[src/rtl/stac_pkg.sv]
package stac_pkg;

	localparam int DEFAULT_TABLE_DEPTH = 16;
	localparam int COEF_W = 16;
	localparam int EXP_W = 8;

	typedef enum logic [1:0] {
		OP_INSERT = 2'd0,
		OP_DUMP   = 2'd1,
		OP_CLEAR  = 2'd2
	} op_t;

	typedef enum logic [1:0] {
		ST_OK    = 2'd0,
		ST_FULL  = 2'd1,
		ST_SAT   = 2'd2,
		ST_EMPTY = 2'd3
	} status_t;

	typedef enum logic [1:0] {
		CELL_HOLD,
		CELL_INSERT,
		CELL_ROTATE
	} cell_op_t;

	typedef enum logic {
		S_IDLE,
		S_DUMP
	} state_t;

	// broadcast to every cell of the chain
	typedef struct packed {
		cell_op_t op;
		logic     place;   // no match anywhere and room left: open a slot
	} cell_ctrl_t;

endpackage

[src/rtl/sorted_term_accumulator_unit.sv]
// sorted term accumulator: a table of polynomial terms kept in descending
// exponent order, one term per exponent, held in a row of cells.
// input channel (in_valid / in_stall) carries opcode, coefficient, exponent:
//   insert adds into a matching term (saturating) or opens a slot in order,
//   dump streams every stored term, clear empties the table.
// output channel (out_valid / out_stall) carries term_coefficient,
//   term_exponent, status and last; last marks the final result of an item.
// insert, clear and unused opcodes: the result shows in the cycle after the
//   item is accepted; next item can be taken in that cycle if out_stall is low.
// dump of n terms: the chain rotates one cell per cycle while the output does
//   not stall, so n results come out, and the table is back in place after
//   the last one. empty dump: one result.
// while a dump runs no item is accepted.
// a stall on the output holds the result register and the rotation, and
//   the input stalls as long as the result register cannot take a result.
// reset (arst_n low) empties the table and drops any pending result; term
//   storage itself is not cleared since entries past the count are never read.
module sorted_term_accumulator_unit #(
	parameter int TABLE_DEPTH = stac_pkg::DEFAULT_TABLE_DEPTH
) (
	input  logic                                clk,
	input  logic                                arst_n,
	input  logic                                in_valid,
	output logic                                in_stall,
	input  logic        [1:0]                   opcode,
	input  logic signed [stac_pkg::COEF_W-1:0]  coefficient,
	input  logic        [stac_pkg::EXP_W-1:0]   exponent,
	output logic                                out_valid,
	input  logic                                out_stall,
	output logic signed [stac_pkg::COEF_W-1:0]  term_coefficient,
	output logic        [stac_pkg::EXP_W-1:0]   term_exponent,
	output logic        [1:0]                   status,
	output logic                                last
);
	import stac_pkg::*;

	localparam int CNT_W = $clog2(TABLE_DEPTH + 1);

	state_t             state_q, state_d;
	logic [CNT_W-1:0]   count_q;
	logic [CNT_W-1:0]   k_q;
	logic [CNT_W-1:0]   tail_cnt;
	logic               out_valid_q;
	logic signed [COEF_W-1:0] res_coef_q;
	logic [EXP_W-1:0]   res_exp_q;
	status_t            res_status_q;
	logic               res_last_q;

	logic               in_accept;
	logic               out_free;
	logic               dump_step;
	logic               is_ins;
	logic               any_eq;
	logic               any_sat;
	logic               full;
	op_t                op;
	cell_ctrl_t         ctrl;

	logic               res_load;
	logic signed [COEF_W-1:0] res_coef;
	logic [EXP_W-1:0]   res_exp;
	status_t            res_status;
	logic               res_last;

	logic        [EXP_W-1:0]  cexp  [TABLE_DEPTH];
	logic signed [COEF_W-1:0] ccoef [TABLE_DEPTH];
	logic [TABLE_DEPTH-1:0]   valid_v, gt_v, eq_v, sat_v;

	// handshake
	assign out_free  = !out_valid_q || !out_stall;
	assign in_stall  = (state_q != S_IDLE) || !out_free;
	assign in_accept = in_valid && !in_stall;
	assign op        = op_t'(opcode);
	assign dump_step = (state_q == S_DUMP) && out_free;
	assign tail_cnt  = count_q - 1'b1;

	assign is_ins  = in_accept && (op == OP_INSERT) && (coefficient != '0);
	assign any_eq  = |eq_v;
	assign any_sat = |sat_v;
	assign full    = count_q == CNT_W'(TABLE_DEPTH);

	assign ctrl.op    = is_ins ? CELL_INSERT : (dump_step ? CELL_ROTATE : CELL_HOLD);
	assign ctrl.place = !any_eq && !full;

	// the cell chain: each cell sees its left neighbor for a shift-in on
	// insert, and its right neighbor (or cell 0 at the tail) on rotate
	for (genvar g = 0; g < TABLE_DEPTH; g++) begin : g_cell
		logic        [EXP_W-1:0]  l_exp, r_exp;
		logic signed [COEF_W-1:0] l_coef, r_coef;
		logic                     l_gt, l_valid;

		assign valid_v[g] = CNT_W'(g) < count_q;

		if (g == 0) begin : g_head
			assign l_exp   = exponent;
			assign l_coef  = coefficient;
			assign l_gt    = 1'b1;
			assign l_valid = 1'b0;
		end else begin : g_body
			assign l_exp   = cexp[g-1];
			assign l_coef  = ccoef[g-1];
			assign l_gt    = gt_v[g-1];
			assign l_valid = valid_v[g-1];
		end

		if (g == TABLE_DEPTH - 1) begin : g_end
			assign r_exp  = cexp[0];
			assign r_coef = ccoef[0];
		end else begin : g_mid
			// wrap to the head at the current tail
			assign r_exp  = (CNT_W'(g) == tail_cnt) ? cexp[0]  : cexp[g+1];
			assign r_coef = (CNT_W'(g) == tail_cnt) ? ccoef[0] : ccoef[g+1];
		end

		stac_cell u_cell (
			.clk        (clk),
			.ctrl       (ctrl),
			.valid      (valid_v[g]),
			.new_exp    (exponent),
			.new_coef   (coefficient),
			.left_exp   (l_exp),
			.left_coef  (l_coef),
			.left_gt    (l_gt),
			.left_valid (l_valid),
			.right_exp  (r_exp),
			.right_coef (r_coef),
			.term_exp   (cexp[g]),
			.term_coef  (ccoef[g]),
			.gt         (gt_v[g]),
			.eq         (eq_v[g]),
			.sat        (sat_v[g])
		);
	end

	// next state
	always_comb begin
		state_d = state_q;
		unique case (state_q)
			S_IDLE: begin
				if (in_accept && (op == OP_DUMP) && (count_q != '0)) begin
					state_d = S_DUMP;
				end
			end
			S_DUMP: begin
				if (dump_step && (k_q == tail_cnt)) begin
					state_d = S_IDLE;
				end
			end
			default: state_d = S_IDLE;
		endcase
	end

	// result selection
	always_comb begin
		res_load   = 1'b0;
		res_coef   = '0;
		res_exp    = '0;
		res_status = ST_OK;
		res_last   = 1'b1;
		unique case (state_q)
			S_IDLE: begin
				if (in_accept) begin
					res_load = 1'b1;
					unique case (op)
						OP_INSERT: begin
							if (coefficient == '0) begin
								res_status = ST_OK;
							end else if (any_eq) begin
								res_status = any_sat ? ST_SAT : ST_OK;
							end else if (full) begin
								res_status = ST_FULL;
							end
						end
						OP_DUMP: begin
							// a non-empty dump streams from the dump state
							res_load   = (count_q == '0);
							res_status = ST_EMPTY;
						end
						default: res_status = ST_OK;
					endcase
				end
			end
			S_DUMP: begin
				res_load = dump_step;
				res_coef = ccoef[0];
				res_exp  = cexp[0];
				res_last = k_q == tail_cnt;
			end
			default: res_load = 1'b0;
		endcase
	end

	always_ff @(posedge clk or negedge arst_n) begin
		if (!arst_n) begin
			state_q     <= S_IDLE;
			count_q     <= '0;
			k_q         <= '0;
			out_valid_q <= 1'b0;
		end else begin
			state_q <= state_d;
			if (is_ins && ctrl.place) begin
				count_q <= count_q + 1'b1;
			end else if (in_accept && (op == OP_CLEAR)) begin
				count_q <= '0;
			end
			if (state_q == S_IDLE) begin
				k_q <= '0;
			end else if (dump_step) begin
				k_q <= k_q + 1'b1;
			end
			if (res_load) begin
				out_valid_q <= 1'b1;
			end else if (!out_stall) begin
				out_valid_q <= 1'b0;
			end
		end
	end

	// result register, no reset needed
	always_ff @(posedge clk) begin
		if (res_load) begin
			res_coef_q   <= res_coef;
			res_exp_q    <= res_exp;
			res_status_q <= res_status;
			res_last_q   <= res_last;
		end
	end

	assign out_valid        = out_valid_q;
	assign term_coefficient = res_coef_q;
	assign term_exponent    = res_exp_q;
	assign status           = res_status_q;
	assign last             = res_last_q;

	// table never overfills
	a_count_bound: assert property (@(posedge clk) disable iff (!arst_n)
		count_q <= CNT_W'(TABLE_DEPTH))
		else $error("term count beyond table depth");

	// a clear empties the table by the next cycle
	a_clear: assert property (@(posedge clk) disable iff (!arst_n)
		in_accept && (op == OP_CLEAR) |=> count_q == '0)
		else $error("clear did not empty the table");

	// a dropped term is only reported with a full table
	a_full: assert property (@(posedge clk) disable iff (!arst_n)
		out_valid_q && (res_status_q == ST_FULL) |-> full)
		else $error("full status with room left");

	// no new item is taken while a dump runs
	a_dump_busy: assert property (@(posedge clk) disable iff (!arst_n)
		(state_q == S_DUMP) |-> !in_accept)
		else $error("item accepted during dump");

	// dump counter stays inside the stored terms
	a_dump_idx: assert property (@(posedge clk) disable iff (!arst_n)
		(state_q == S_DUMP) |-> (k_q < count_q))
		else $error("dump ran past the last term");

endmodule

[src/rtl/stac_cell.sv]
module stac_cell (
	input  logic                                clk,
	input  stac_pkg::cell_ctrl_t                ctrl,
	input  logic                                valid,
	input  logic        [stac_pkg::EXP_W-1:0]   new_exp,
	input  logic signed [stac_pkg::COEF_W-1:0]  new_coef,
	input  logic        [stac_pkg::EXP_W-1:0]   left_exp,
	input  logic signed [stac_pkg::COEF_W-1:0]  left_coef,
	input  logic                                left_gt,
	input  logic                                left_valid,
	input  logic        [stac_pkg::EXP_W-1:0]   right_exp,
	input  logic signed [stac_pkg::COEF_W-1:0]  right_coef,
	output logic        [stac_pkg::EXP_W-1:0]   term_exp,
	output logic signed [stac_pkg::COEF_W-1:0]  term_coef,
	output logic                                gt,
	output logic                                eq,
	output logic                                sat
);
	import stac_pkg::*;

	logic        [EXP_W-1:0]  exp_q;
	logic signed [COEF_W-1:0] coef_q;
	logic signed [COEF_W:0]   sum;
	logic                     ovf;
	logic signed [COEF_W-1:0] merged;
	logic                     take_left;
	logic                     take_new;

	assign gt = valid && (exp_q > new_exp);
	assign eq = valid && (exp_q == new_exp);

	// widened add, clamp toward the sign of the true sum
	assign sum    = {coef_q[COEF_W-1], coef_q} + {new_coef[COEF_W-1], new_coef};
	assign ovf    = sum[COEF_W] != sum[COEF_W-1];
	assign merged = ovf ? {sum[COEF_W], {(COEF_W-1){~sum[COEF_W]}}} : sum[COEF_W-1:0];
	assign sat    = eq && ovf;

	assign take_left = left_valid && !left_gt;
	assign take_new  = left_gt && !gt;

	always_ff @(posedge clk) begin
		unique case (ctrl.op)
			CELL_INSERT: begin
				if (eq) begin
					coef_q <= merged;
				end else if (ctrl.place && take_left) begin
					exp_q  <= left_exp;
					coef_q <= left_coef;
				end else if (ctrl.place && take_new) begin
					exp_q  <= new_exp;
					coef_q <= new_coef;
				end
			end
			CELL_ROTATE: begin
				exp_q  <= right_exp;
				coef_q <= right_coef;
			end
			default: begin
			end
		endcase
	end

	assign term_exp  = exp_q;
	assign term_coef = coef_q;

endmodule

[config.mk]
export PLATFORM = sky130hd
export DESIGN_NAME = sorted_term_accumulator_unit
export DESIGN_NICKNAME = d
export VERILOG_FILES = /design/src/rtl/stac_pkg.sv /design/src/rtl/sorted_term_accumulator_unit.sv /design/src/rtl/stac_cell.sv
export SDC_FILE = /design/constraint.sdc
export NUM_CORES = 2
export LEC_CHECK = 0
export ABC_AREA = 1
export BUFFER_PORTS_ARGS = -buffer_cell sky130_fd_sc_hd__buf_2
export CAP_MARGIN = 20
export CORE_MARGIN = 4
export CORE_UTILIZATION = 50
export CTS_CLUSTER_SIZE = 12
export DETAILED_ROUTE_END_ITERATION = 10
export GPL_ROUTABILITY_DRIVEN = 0
export PLACE_DENSITY = 0.72
export SLEW_MARGIN = 20
export SYNTH_ARGS = -nofsm -noshare
export SYNTH_HDL_FRONTEND = slang
export SYNTH_SLANG_ARGS = --single-unit
[constraint.sdc]
create_clock -name clk -period 7.3 [get_ports clk]
set_input_delay 0 -clock clk [delete_from_list [all_inputs] [get_ports clk]]
set_output_delay 0 -clock clk [all_outputs]
set_load 0.01 [all_outputs]
==> flow_summary_export.csv <==
group,metric,value,unit
status,status,"complete, no violations",
hold_path,holdPathStages,5,
grt,grt_usage,33.71,%
final_layout,drive_above_1_share,3.955,%
synth,ys.flop_type,"edfxtp_1",
worst_setup_path,worstSetupPathType,"flip-flop to flip-flop",
clock_tree,clk_latency,0.64,ns
job,cap_violations,0,
final_layout,nNetsFinal,7754,
grt,grt_use_met3,6.863,%
worst_setup_path,cp_top_family,"simple AND/OR/NAND/NOR gates",
final_layout,area.sequential,12640,sq um
clock_tree,cts_made_buffers,50,
worst_setup_path,worstPathCellList,"nor2_4 -> nand2_1 -> o21ai_1 -> nor2_1 -> inv_1 -> nand4_1 -> nor2_1 -> and3_4 -> buf_4 -> nand2_2 -> nand3_1 -> nand2_1 -> nand2_1",
placed_design,pre_cts_ws,1.794,ns
synth,synth_edf_count,411,
timing,rsz0062_at_grt,"no",
worst_setup_path,cpPeakStageDelay,0.55,ns
drt,vias,50270,
floorplan,core,92220,sq um
grt,grt_pass1_vias,46210,
synth,synthArstFlopShare,2.837,%
grt,use_met2,52.66,%
timing,skew,0.03381,ns
grt,grt_max_degree,259,
floorplan,die_x,313.6,um
synth,synth_cells,7483,
worst_setup_path,crit_buf_inv,2,
worst_setup_path,reg2reg_setup_slack,2.16,ns
floorplan,start_util,50.64,%
timing,finalSetupTns,0,ns
worst_setup_path,worst_r2r_path_depth,13,
timing,final_max_slew_viol_count,0,
synth,syn_avg_cell_area,6.241,sq um
clock_tree,clkTransAtPathRegs,0.06,ns
timing,slew_headroom,21.96,%
floorplan,die_h,313.6,um
clock_tree,clock_sinks,423,
final_layout,area_growth,5.918,%
drt,wire_per_inst,19.99,um
worst_setup_path,start_kind,"flip-flop",
final_layout,n_fill_cell,9258,
worst_setup_path,end_kind,"flip-flop",
drt,post_drt_via_cell_ratio,5.842,
grt,grt_first_pass_wirelength,262.1,mm
drt,wl,172.0,mm
timing,fin_ws,2.160,ns
timing,tightest_slew,1.171,ns
clock_tree,htreeDepth,2,
grt,antenna_found_initial,3,
worst_setup_path,crit_slowest_cell,"dfrtp_1",
worst_setup_path,critical_path_arrival,5.40,ns
placed_design,place_hpwl,120.7,mm
clock_tree,clockRootBuffer,"clkbuf_16",
power_and_ir_drop,max-vdd-ir-drop,0.2283,mV
synth,synth_cell_types,48,
clock_tree,post-cts-setup-buffer-count,0,
clock_tree,cts_tree,"yes",
worst_setup_path,cp.required,7.56,ns
worst_setup_path,cp_max_fo,53,
drt,drt-initial-drc-count,6067,
placed_design,port_buffers,58,
power_and_ir_drop,powerDensity,480.5,nW/um^2
grt,met1_usage,44.26,%
drt,detail-route-antenna-nets,0,
floorplan,ioPinCount,59,
worst_setup_path,crit_top_cell,"nand2_1",
timing,hold_violations,0,
drt,route.detailed.drc,0,
worst_setup_path,path_depth,13,
drt,first_pass_iters,9,
timing,setup-violations-final,0,
timing,min_period_over_period,70.41,%
synth,ys_ff_latch,423,
synth,syn_nets,7921,
hold_path,min-delay-path-class,"input port to flip-flop",
synth,netlist_area,46700,sq um
power_and_ir_drop,p_leak,0.02572,uW
synth,ys.warnings.count,0,
grt,global_route.overflow_total,0,
clock_tree,ctsHoldBuffers,8,
timing,finalCriticalPeriod,5.140,ns
synth,ys_seq_area_share,27.07,%
timing,fmax,0.1945,GHz
floorplan,dieArea,98350,sq um
clock_tree,post_cts_resized,0,
grt,top_usage_layer,"met2",
floorplan,row_count,111,
final_layout,multiInputGateArea,29920,sq um
clock_tree,clock_path_buffers,3,
## final cells by class
type | count | area share (%)
multi-input cells | 6002 | 60.48
flip-flops and latches | 423 | 25.56
inverters | 666 | 5.054
well taps | 1243 | 3.144
clock buffers | 69 | 2.777
repair buffers | 173 | 2.471
clock inverters | 24 | 0.4857
diodes | 5 | 0.02529
## where the power goes
| group | switching [uW] | internal (uW) | total (uW) | leakage, uW |
|---|---|---|---|---|
| logic | 10100 | 5160 | 15300 | 0.0207 |
| clock network | 1140 | 1460 | 2600 | 0.000786 |
| registers | 1430 | 4450 | 5880 | 0.00421 |
## placed cells by master, fill, tap and decap left out, types with 11 or more instances in the layout
cell | netlist | layout
nand2_1 | 3053 | 3053
nand3_1 | 724 | 724
inv_1 | 653 | 652
a21oi_1 | 479 | 469
o21ai_0 | 466 | 465
nor2_1 | 448 | 444
edfxtp_1 | 411 | 411
ha_1 | 392 | 392
buf_4 | 6 | 102
xor2_1 | 93 | 93
xnor2_1 | 80 | 80
buf_2 | 60 | 58
clkbuf_16 | 0 | 51
nand4_1 | 45 | 45
a31oi_1 | 38 | 37
nor3_1 | 30 | 30
o21ai_1 | 16 | 17
and2_1 | 16 | 16
fa_1 | 16 | 16
clkbuf_1 | 294 | 15
clkinv_1 | 9 | 14
nand2_2 | 14 | 14
or2_2 | 12 | 12
dfrtp_1 | 12 | 12
nor4_1 | 11 | 11
## final timing paths
path,to,start
max,g_cell[14].u_cell.term_coef[6]$_DFFE_PP_,count_q[4]$_DFFE_PN0P_
min in group asynchronous,count_q[2]$_DFFE_PN0P_,arst_n
min,g_cell[8].u_cell.term_exp[3]$_DFFE_PP_,exponent[3]
min reg2reg,k_q[3]$_DFFE_PN0P_,k_q[3]$_DFFE_PN0P_
max reg2reg,g_cell[14].u_cell.term_coef[6]$_DFFE_PP_,count_q[4]$_DFFE_PN0P_
max in group asynchronous,k_q[1]$_DFFE_PN0P_,arst_n
## state kept, by name, indices dropped and copies added, names as in the netlist
| name | count |
|---|---|
| count_q | 5 |
| g_cell.u_cell.term_coef | 256 |
| g_cell.u_cell.term_exp | 128 |
| k_q | 5 |
| last | 1 |
| out_valid | 1 |
| state_q | 1 |
| status | 2 |
| term_coefficient | 16 |
| term_exponent | 8 |
## worst reg2reg max path: stages (launching register included)
cell and delay (ns):
dfrtp_1 0.55, nor2_4 0.35, nand2_1 0.23, o21ai_1 0.28, nor2_1 0.11, inv_1 0.52, nand4_1 0.19, nor2_1 0.34
and3_4 0.38, buf_4 0.49, nand2_2 0.49, nand3_1 0.22, nand2_1 0.09, nand2_1 0.51
## metal layers
metal / up-vias / part of all wire (%)
met2: 2912 / 43
met3: 673 / 12
li1: 24090 / -
met1: 22600 / 39
met4: 0 / 6.3
met5: - / 0
## synth_stat cells, types with 16 or more instances
cell type,instances,area [sq um]
a21oi_1,479,2397
a31oi_1,38,237.7
and2_1,16,100.1
buf_2,60,300.3
buf_6,18,202.7
clkbuf_1,294,1104
edfxtp_1,411,12340
fa_1,16,320.3
ha_1,392,4905
inv_1,653,2451
nand2_1,3053,11460
nand3_1,724,3623
nand4_1,45,281.5
nor2_1,448,1682
nor3_1,30,150.1
o21ai_0,466,2332
o21ai_1,16,80.08
xnor2_1,80,700.7
xor2_1,93,814.5
## logic make-up (layout without fill, tap and decap cells)
family,count (synthesis),in the layout,share of synthesized area (%)
other,0,5,0
adder cells (fa/ha/maj),408,408,11.19
buffers and inverters,1058,932,9.002
flip-flops,423,423,27.07
AND/OR/NAND/NOR,4366,4366,37.74
XOR/XNOR,173,173,3.244
AO/OA/AOI/OAI,1055,1055,11.75
## stage by stage
step / hold WS, ns / util [%] / instances / power, uW / instance area (sq um)
after floorplan: -0.2956 / - / 7483 / 16630 / 46700
after global placement: -0.05821 / 51.72 / 8498 / 20320 / 47690
after detailed placement: -0.05545 / 51.73 / 8498 / 20630 / 47710
after CTS: 0.02107 / 53.57 / 8599 / 23290 / 49400
after global routing: 0.05719 / 53.63 / 8600 / 25840 / 49450
final: 0.05033 / 53.64 / 8605 / 23770 / 49460
No activity file was read; power rests on OpenSTA's default activity.
